--- src/rtl/core/lfu_cache_lru_tiebreak_unit_assert.svh ---
// ----------------------------------------------------------------------------
// LFU cache assertion macros
// Concurrent assertion wrappers that can be compiled out with ASSERT_OFF.
// ----------------------------------------------------------------------------
`ifndef LFU_CACHE_LRU_TIEBREAK_UNIT_ASSERT_SVH
`define LFU_CACHE_LRU_TIEBREAK_UNIT_ASSERT_SVH

`ifndef ASSERT_OFF
// The consequent must hold in the same cycle as the antecedent.
`define LFU_ASSERT_IMP(lbl, clk, rstn, ante, cons) \
    lbl: assert property (@(posedge clk) disable iff (!(rstn)) (ante) |-> (cons)) \
        else $error("assertion failed: lbl");
// The consequent must hold in the cycle after the antecedent.
`define LFU_ASSERT_NXT(lbl, clk, rstn, ante, cons) \
    lbl: assert property (@(posedge clk) disable iff (!(rstn)) (ante) |=> (cons)) \
        else $error("assertion failed: lbl");
`else
`define LFU_ASSERT_IMP(lbl, clk, rstn, ante, cons)
`define LFU_ASSERT_NXT(lbl, clk, rstn, ante, cons)
`endif

`endif

--- src/rtl/core/lfu_lru_pkg.sv ---
// ----------------------------------------------------------------------------
// LFU cache package
// Sizes and codes shared by the LFU cache with recency tie-break.
// ----------------------------------------------------------------------------
package lfu_lru_pkg;

    localparam int CAPACITY = 16;
    localparam int IDX_W    = $clog2(CAPACITY);
    localparam int OCC_W    = $clog2(CAPACITY + 1);
    localparam int CNT_W    = 16;
    localparam int KEY_W    = 32;
    localparam int VAL_W    = 32;
    localparam int CFG_W    = 5;

    localparam logic [CNT_W-1:0] COUNT_MAX = '1;

    localparam logic MODE_GET = 1'b0;
    localparam logic MODE_PUT = 1'b1;

    typedef logic [KEY_W-1:0] t_key;
    typedef logic [VAL_W-1:0] t_val;
    typedef logic [CNT_W-1:0] t_cnt;
    typedef logic [IDX_W-1:0] t_idx;
    typedef logic [OCC_W-1:0] t_occ;

endpackage

--- src/rtl/core/lfu_cache_lru_tiebreak_unit.sv ---
// ----------------------------------------------------------------------------
// LFU cache with least-recently-used tie-break
// Key-value store of CAPACITY entries, one shared compare unit stepping a scan.
// ----------------------------------------------------------------------------
// Usage: operations arrive on the s_axis stream (tuser selects get or put,
// tdata carries the key and the value to write). Every operation produces
// exactly one result transfer on m_axis: tuser is the hit flag, tdata is the
// read value (stored value on a get hit, all ones on a get miss, zero on put).
// A single comparator walks the entries one per cycle to match the key, count
// the occupancy, find the lowest free slot and choose the eviction victim.
// An operation has an accept cycle, a scan of all CAPACITY entries and an
// update cycle; the result register is loaded at the end of the update cycle.
// A put of a new key that must evict several entries (capacity lowered below
// occupancy) rescans once per eviction. s_axis_tready is high only while no
// operation is in flight; a result may still wait in the output register then.
// If the receiver stalls, the next operation completes its scan and then holds
// in the update cycle until the output register is free. The capacity register
// is written through i_cfg_we/i_cfg_wdata; the user must write it only while
// the block is idle, which the block does not enforce. Reset empties the
// store and sets the capacity to 16; no clearing pass is needed.
// ----------------------------------------------------------------------------
`include "lfu_cache_lru_tiebreak_unit_assert.svh"

module lfu_cache_lru_tiebreak_unit (
    input  logic        i_clk,
    input  logic        i_rst_n,
    input  logic        i_cfg_we,
    input  logic [4:0]  i_cfg_wdata,    // capacity_in_use
    input  logic        s_axis_tvalid,
    output logic        s_axis_tready,
    input  logic [63:0] s_axis_tdata,   // [31:0] lookup_key, [63:32] write_value
    input  logic        s_axis_tuser,   // [0] mode
    output logic        m_axis_tvalid,
    input  logic        m_axis_tready,
    output logic [31:0] m_axis_tdata,   // [31:0] read_value
    output logic        m_axis_tuser    // [0] hit
);

    localparam logic [1:0] ST_IDLE = 2'd0;
    localparam logic [1:0] ST_SCAN = 2'd1;
    localparam logic [1:0] ST_EXEC = 2'd2;

    localparam int CAP = lfu_lru_pkg::CAPACITY;
    localparam lfu_lru_pkg::t_idx IDX_LAST = lfu_lru_pkg::IDX_W'(CAP - 1);

    // Entry storage
    logic [CAP-1:0]         r_valid;
    lfu_lru_pkg::t_key      r_key  [CAP];
    lfu_lru_pkg::t_val      r_val  [CAP];
    lfu_lru_pkg::t_cnt      r_cnt  [CAP];
    lfu_lru_pkg::t_idx      r_rank [CAP];

    // Control and operation registers
    logic [1:0]                       r_state;
    logic [lfu_lru_pkg::CFG_W-1:0]    r_cfg;
    lfu_lru_pkg::t_idx                r_idx;
    logic                             r_mode;
    lfu_lru_pkg::t_key                r_op_key;
    lfu_lru_pkg::t_val                r_op_val;
    lfu_lru_pkg::t_occ                r_cap;

    // Scan accumulators
    logic                  r_hit;
    lfu_lru_pkg::t_idx     r_slot;
    lfu_lru_pkg::t_val     r_hit_val;
    lfu_lru_pkg::t_cnt     r_hit_cnt;
    lfu_lru_pkg::t_idx     r_hit_rank;
    lfu_lru_pkg::t_occ     r_occ;
    logic                  r_free_found;
    lfu_lru_pkg::t_idx     r_free;
    logic                  r_vic_found;
    lfu_lru_pkg::t_idx     r_vic;
    lfu_lru_pkg::t_cnt     r_vic_cnt;
    lfu_lru_pkg::t_idx     r_vic_rank;

    // Output register
    logic                  r_o_valid;
    logic                  r_o_hit;
    lfu_lru_pkg::t_val     r_o_data;

    logic                  in_xfer;
    logic                  out_free;
    lfu_lru_pkg::t_occ     cap_eff;
    logic                  rd_valid;
    lfu_lru_pkg::t_key     rd_key;
    lfu_lru_pkg::t_cnt     rd_cnt;
    lfu_lru_pkg::t_idx     rd_rank;
    logic                  take_vic;
    logic                  need_evict;
    logic                  exec_go;
    logic                  do_touch;
    logic                  do_insert;
    logic                  do_evict;
    logic                  do_write_val;
    lfu_lru_pkg::t_val     res_data;

    assign s_axis_tready = (r_state == ST_IDLE);
    assign in_xfer       = s_axis_tvalid && s_axis_tready;
    assign out_free      = !r_o_valid || m_axis_tready;

    always_comb begin
        if (int'(r_cfg) > CAP) begin
            cap_eff = lfu_lru_pkg::OCC_W'(CAP);
        end else begin
            cap_eff = lfu_lru_pkg::OCC_W'(r_cfg);
        end
    end

    // Shared scan port: one entry per cycle.
    assign rd_valid = r_valid[r_idx];
    assign rd_key   = r_key[r_idx];
    assign rd_cnt   = r_cnt[r_idx];
    assign rd_rank  = r_rank[r_idx];

    assign take_vic = rd_valid && (!r_vic_found || (rd_cnt < r_vic_cnt) ||
                      ((rd_cnt == r_vic_cnt) && (rd_rank > r_vic_rank)));

    // A put of a new key into a full store evicts first and rescans.
    assign need_evict = (r_mode == lfu_lru_pkg::MODE_PUT) && (r_cap != '0) && !r_hit &&
                        (r_occ >= r_cap);
    assign exec_go    = (r_state == ST_EXEC) && (need_evict || out_free);

    assign do_touch     = exec_go && r_hit &&
                          ((r_mode == lfu_lru_pkg::MODE_GET) || (r_cap != '0));
    assign do_write_val = exec_go && r_hit && (r_mode == lfu_lru_pkg::MODE_PUT) &&
                          (r_cap != '0);
    assign do_evict     = exec_go && need_evict;
    assign do_insert    = exec_go && !need_evict && !r_hit &&
                          (r_mode == lfu_lru_pkg::MODE_PUT) && (r_cap != '0) && r_free_found;

    always_comb begin
        if (r_mode == lfu_lru_pkg::MODE_PUT) begin
            res_data = '0;
        end else if (r_hit) begin
            res_data = r_hit_val;
        end else begin
            res_data = '1;
        end
    end

    // Control state
    always_ff @(posedge i_clk) begin
        if (!i_rst_n) begin
            r_state   <= ST_IDLE;
            r_cfg     <= lfu_lru_pkg::CFG_W'(16);
            r_valid   <= '0;
            r_o_valid <= 1'b0;
            r_idx     <= '0;
        end else begin
            if (i_cfg_we) begin
                r_cfg <= i_cfg_wdata;
            end
            unique case (r_state)
                ST_IDLE: begin
                    if (in_xfer) begin
                        r_state <= ST_SCAN;
                        r_idx   <= '0;
                    end
                end
                ST_SCAN: begin
                    r_idx <= r_idx + 1'b1;
                    if (r_idx == IDX_LAST) begin
                        r_state <= ST_EXEC;
                    end
                end
                ST_EXEC: begin
                    if (do_evict) begin
                        r_state <= ST_SCAN;
                        r_idx   <= '0;
                    end else if (exec_go) begin
                        r_state <= ST_IDLE;
                    end
                end
                default: r_state <= ST_IDLE;
            endcase
            if (do_evict) begin
                r_valid[r_vic] <= 1'b0;
            end
            if (do_insert) begin
                r_valid[r_free] <= 1'b1;
            end
            if (exec_go && !need_evict) begin
                r_o_valid <= 1'b1;
            end else if (m_axis_tready) begin
                r_o_valid <= 1'b0;
            end
        end
    end

    // Operation capture, scan accumulators and result payload
    always_ff @(posedge i_clk) begin
        if (in_xfer) begin
            r_mode   <= s_axis_tuser;
            r_op_key <= s_axis_tdata[31:0];
            r_op_val <= s_axis_tdata[63:32];
            r_cap    <= cap_eff;
            r_hit    <= 1'b0;
        end
        if (in_xfer || do_evict) begin
            r_occ        <= '0;
            r_free_found <= 1'b0;
            r_vic_found  <= 1'b0;
        end else if (r_state == ST_SCAN) begin
            if (rd_valid) begin
                r_occ <= r_occ + 1'b1;
            end
            if (rd_valid && (rd_key == r_op_key)) begin
                r_hit      <= 1'b1;
                r_slot     <= r_idx;
                r_hit_val  <= r_val[r_idx];
                r_hit_cnt  <= rd_cnt;
                r_hit_rank <= rd_rank;
            end
            if (!rd_valid && !r_free_found) begin
                r_free_found <= 1'b1;
                r_free       <= r_idx;
            end
            if (take_vic) begin
                r_vic_found <= 1'b1;
                r_vic       <= r_idx;
                r_vic_cnt   <= rd_cnt;
                r_vic_rank  <= rd_rank;
            end
        end
        if (exec_go && !need_evict) begin
            r_o_hit  <= r_hit;
            r_o_data <= res_data;
        end
    end

    // Entry payload; recency ranks shift in parallel, one compare per entry.
    always_ff @(posedge i_clk) begin
        for (int i = 0; i < CAP; i++) begin
            if (do_touch && r_valid[i] && (r_rank[i] < r_hit_rank)) begin
                r_rank[i] <= r_rank[i] + 1'b1;
            end
            if (do_insert && r_valid[i]) begin
                r_rank[i] <= r_rank[i] + 1'b1;
            end
            if (do_evict && r_valid[i] && (r_rank[i] > r_vic_rank)) begin
                r_rank[i] <= r_rank[i] - 1'b1;
            end
        end
        if (do_touch) begin
            r_rank[r_slot] <= '0;
            if (r_hit_cnt != lfu_lru_pkg::COUNT_MAX) begin
                r_cnt[r_slot] <= r_hit_cnt + 1'b1;
            end
        end
        if (do_write_val) begin
            r_val[r_slot] <= r_op_val;
        end
        if (do_insert) begin
            r_key[r_free]  <= r_op_key;
            r_val[r_free]  <= r_op_val;
            r_cnt[r_free]  <= lfu_lru_pkg::CNT_W'(1);
            r_rank[r_free] <= '0;
        end
    end

    assign m_axis_tvalid = r_o_valid;
    assign m_axis_tdata  = r_o_data;
    assign m_axis_tuser  = r_o_hit;

    // A put while the capacity is zero leaves the store untouched.
    `LFU_ASSERT_NXT(a_cap_zero_no_change, i_clk, i_rst_n,
        (r_state == ST_EXEC) && (r_mode == lfu_lru_pkg::MODE_PUT) && (r_cap == '0),
        $stable(r_valid))
    // A new result only ever appears right after an update cycle.
    `LFU_ASSERT_IMP(a_result_from_exec, i_clk, i_rst_n,
        $rose(r_o_valid), $past(r_state) == ST_EXEC)
    // An eviction always has a victim and never runs while the key is present.
    `LFU_ASSERT_IMP(a_evict_has_victim, i_clk, i_rst_n,
        do_evict, r_vic_found && !r_hit && r_valid[r_vic])
    // An accepted operation keeps the input closed until it has finished.
    `LFU_ASSERT_NXT(a_one_in_flight, i_clk, i_rst_n,
        in_xfer, !s_axis_tready)

endmodule
--- config.mk ---
export PLATFORM = sky130hd
export DESIGN_NAME = lfu_cache_lru_tiebreak_unit
export DESIGN_NICKNAME = d
export VERILOG_FILES = /design/src/rtl/core/lfu_lru_pkg.sv /design/src/rtl/core/lfu_cache_lru_tiebreak_unit.sv
export VERILOG_INCLUDE_DIRS = /design/src /design/src/rtl/core
export SDC_FILE = /design/constraint.sdc
export NUM_CORES = 2
export LEC_CHECK = 0
export ABC_CLOCK_PERIOD_IN_PS = 7400
export BUFFER_PORTS_ARGS = -buffer_cell sky130_fd_sc_hd__clkbuf_2
export CAP_MARGIN = 20
export CORE_MARGIN = 2
export CORE_UTILIZATION = 50
export CTS_CLUSTER_SIZE = 24
export DETAILED_ROUTE_END_ITERATION = 16
export PLACE_DENSITY = 0.65
export RECOVER_POWER = 50
export SETUP_SLACK_MARGIN = 0.3
export SLEW_MARGIN = 20
export SYNTH_ARGS = -nofsm -noshare
export SYNTH_HDL_FRONTEND = slang
export SYNTH_SLANG_ARGS = --single-unit
--- constraint.sdc ---
create_clock -name i_clk -period 7.4 [get_ports i_clk]
set_input_delay 0.37 -clock i_clk [delete_from_list [all_inputs] [get_ports i_clk]]
set_output_delay 0.37 -clock i_clk [all_outputs]
set_load 0.005 [all_outputs]
==> qor.yml <==
status:
  status: "finished with violations"
  violations: "max-capacitance violations, max-slew violations"
hold_path:
  min_path_type: "in2reg"
  hold-path-cell-count: 5
  hold_start: "s_axis_tvalid"
  worst_hold_path.endpoint: "r_state[0]"
cells_and_area:
  nets: 3934
  seqCellArea_mm2: 0.0461
  n_fill_cell: 9717
  multiInputGateArea_mm2: 0.0180
  diodes: 0
  area.growth.synth_to_final_pct: 13.5
  final_util_pct: 57.1
  final_layout_size_suffix_gt1_share_pct: 22.7
critical_path:
  endpoint_kind: "flop"
  required_ns: 7.84
  r2r_cells: 8
  rrSetupSlack_ns: 1.45
  slowest_delay_ns: 1.69
  timing.rr.end: "r_val[15][3]"
  cp_max_fo: 36
  r2r-start: "r_mode"
  crit_type: "reg2reg"
  cp-start-kind: "flop"
  crit_arrival_ns: 6.40
  crit_chain: "clkbuf_1 > o2111ai_1 > nor2_2 > o2111ai_2 > nor2_1 > a31oi_4 > nor2_4 > buf_4"
  slowest_stage: "clkbuf_1"
detailed_routing:
  first_pass_iters: 7
  wl_per_cell_um: 26.4
  postRouteAntennaNets: 0
  route.detailed.drc: 0
  vias_per_cell: 5.91
  wirelength_mm: 146
  drtIter0Drc: 3145
  via_count: 32700
floorplan:
  pin_count: 110
  dieWidth_um: 364
  dieArea_mm2: 0.133
  die_h_um: 364
  start_util_pct: 50.3
  coreArea_mm2: 0.129
  rows: 132
cts:
  cts_hold_buf: 75
  path_clk_slew_ns: 0.06
  cts-buffers-inserted: 160
  cts_tree: "yes"
  post_cts.repair.setup_buffers: 0
  ctsResizeCount: 0
  cts_buffer_depth: 3
  clk_latency_ns: 0.80
  h-tree-depth: 4
  root_buffer: "clkbuf_16"
  clock_sinks: 1571
place:
  gp_congestion: 0.807
  post-dp-hpwl_mm: 79.4
  io_buffers: 109
timing:
  drv_slew: 388
  max_freq_ghz: 0.168
  period_needed_ns: 5.95
  fin_setup_tns_ns: 0
  slew-limit-headroom_pct: -123
  grt_setup_unrepaired: "false"
  hold_viol_final: 0
  fin_crit_sh_pct: 80.4
  fin_worst_skew_ns: 0.0225
  setup-violations-final: 0
  worst_slew_pin_slew_ns: 3.35
logic_synthesis:
  synthXorXnorAreaFrac_pct: 1.43
  synth_edf_count: 1467
  synthTopCellsByArea: "edfxtp_1 68%, mux4_2 13%, ha_1 3.3%"
  synthAdderAreaFrac_pct: 3.78
  synth_warnings: 0
  async_flop_share_pct: 0
  synth_top_area_share_pct: 67.9
  synth_top_area_cell: "edfxtp_1"
  yosys.area_share.simple_pct: 3.36
  synth-main-ff-cell: "edfxtp_1"
  ys_seq_area_share_pct: 71.1
  netlist_area_mm2: 0.0649
  ys_ff_latch: 1571
  netlist_instances: 3375
  synth_top_family_by_area: "multiplexers"
  synth_nets: 3637
  avgSynthCellArea_um2: 19.2
  muxShareOfSynthArea_pct: 14.9
  synth_compound_area_share_pct: 3.79
  synth_cell_types: 70
global_routing:
  grt_pass1_wl_mm: 217
  grt.overflow.total: 0
  antenna_found_initial: 6
  grt_pass1_vias: 33100
  grt_usage_pct: 22.4
  grt_max_degree: 82
run:
  drv_cap: 12
pwr:
  p_leak_nw: 23.9
  pwr_density_cell_mw_per_mm2: 246
  ir_drop_mv: 0.244
==> logic make-up (layout without fill, tap and decap cells) <==
kind of cell               count (synthesis)  after routing
AOI/OAI and AO/OA                        357            357
xor gates and xnor gates                 106            106
adders and majority gates                187            187
buffers and inverters                    251            673
DFF                                     1571           1571
muxes                                    493            493
and+or+nand+nor                          410            410
==> registers in the layout, indices dropped and copies added, names as in the netlist, 4 cells and up, named ones only <==
| register | cells |
|---|---|
| r_val | 512 |
| m_axis_tdata | 32 |
| r_hit_cnt | 16 |
| r_cap | 5 |
| r_cfg | 5 |
| r_free | 4 |
| r_slot | 4 |
| r_vic | 4 |
| r_vic_rank | 4 |
| r_key | 512 |
| r_vic_cnt | 16 |
| r_hit_val | 32 |
| r_op_val | 32 |
| r_occ | 5 |
| r_hit_rank | 4 |
| r_idx | 4 |
| r_cnt | 256 |
| r_op_key | 32 |
| r_rank | 64 |
| r_valid | 16 |
==> placed cells by master (no fill, tap or decap), types with 62 or more instances in the layout <==
cell / n
mux2i_1: 97
clkbuf_1: 83
edfxtp_1: 1467
ha_1: 172
mux4_2: 377
clkbuf_16: 161
clkbuf_2: 74
xnor2_1: 73
a21o_1: 62
nor2_1: 103
inv_1: 116
buf_4: 65
dlygate4sd3_1: 75
a21oi_1: 86
dfxtp_1: 100
==> worst max path at each step <==
stage | start | end | depth (start not counted)
2_1_floorplan | r_occ[0] | r_key[1][0] | 8
6_report | r_mode | r_val[15][3] | 8
3_5_place_dp | flop | r_vic[3] | 9
5_1_grt | r_idx[1] | r_hit_val[13] | 4
4_1_cts | flop | r_vic[2] | 11
3_3_place_gp | flop | r_vic[2] | 11
==> worst max-delay path: cells and delay by family, from the launching register on <==
family	cells	cell delay, ns
DFF	1	0.32
AOI/OAI and AO/OA	3	1.51
buffers and inverters	2	2.18
and+or+nand+nor	3	1.56
==> layer usage <==
metal / global-route usage (%) / part of all wire [%] / vias to the layer above
met1: 32.7 / 45 / 17200
met3: 4.13 / 6.0 / 214
met4: 6.13 / 2.2 / 4
li1: - / - / 14300
met5: 0 / 0.016 / -
met2: 35.1 / 47 / 1025
==> synth_stat cells (all sizes together) (12+ instances only) <==
| library cell | n |
|---|---|
| nand3 | 28 |
| mux2 | 19 |
| dfxtp | 104 |
| o211ai | 20 |
| nand4 | 32 |
| mux2i | 97 |
| buf | 77 |
| xor2 | 33 |
| ha | 172 |
| o21ai | 43 |
| o22ai | 24 |
| inv | 122 |
| nor4 | 13 |
| mux4 | 377 |
| nor2 | 141 |
| a21o | 62 |
| nand2 | 38 |
| fa | 15 |
| and2 | 12 |
| nor3 | 33 |
| nor2b | 33 |
| edfxtp | 1467 |
| xnor2 | 73 |
| a21oi | 89 |
| clkbuf | 52 |
| or2 | 16 |
| nand2b | 30 |
| a211oi | 16 |
| o21a | 61 |
==> area by class of cell <==
class,count,area share (%)
Clock inverter,89,1.24
Clock buffer,198,5.67
Timing Repair Buffer,264,2.50
Tap cell,1742,2.96
Inverter,122,0.623
Multi-Input combinational cell,1553,24.4
Sequential cell,1571,62.6
==> through the flow <==
step                std cells  hold WS, ns  total power [mW]  cell area, um^2  worst slack, ns
global placement         5177        0.457              10.4            68000             2.30
CTS                      5539       0.0378              18.3            73900             2.20
detailed placement       5177        0.463              10.5            68000             2.22
floorplan                3375        0.441              10.3            64900             2.09
global route             5539        0.121              18.7            73700             1.20
finish                   5539        0.128              18.1            73700             1.45
==> power breakdown <==
| part | leakage, nW | switching, mW | internal [mW] |
|---|---|---|---|
| Sequential | 14.1 | 0.117 | 9.71 |
| Combinational | 7.35 | 0.209 | 0.257 |
| Clock | 2.46 | 3.39 | 4.46 |
Note: power is estimated with default switching activity, not from simulation.
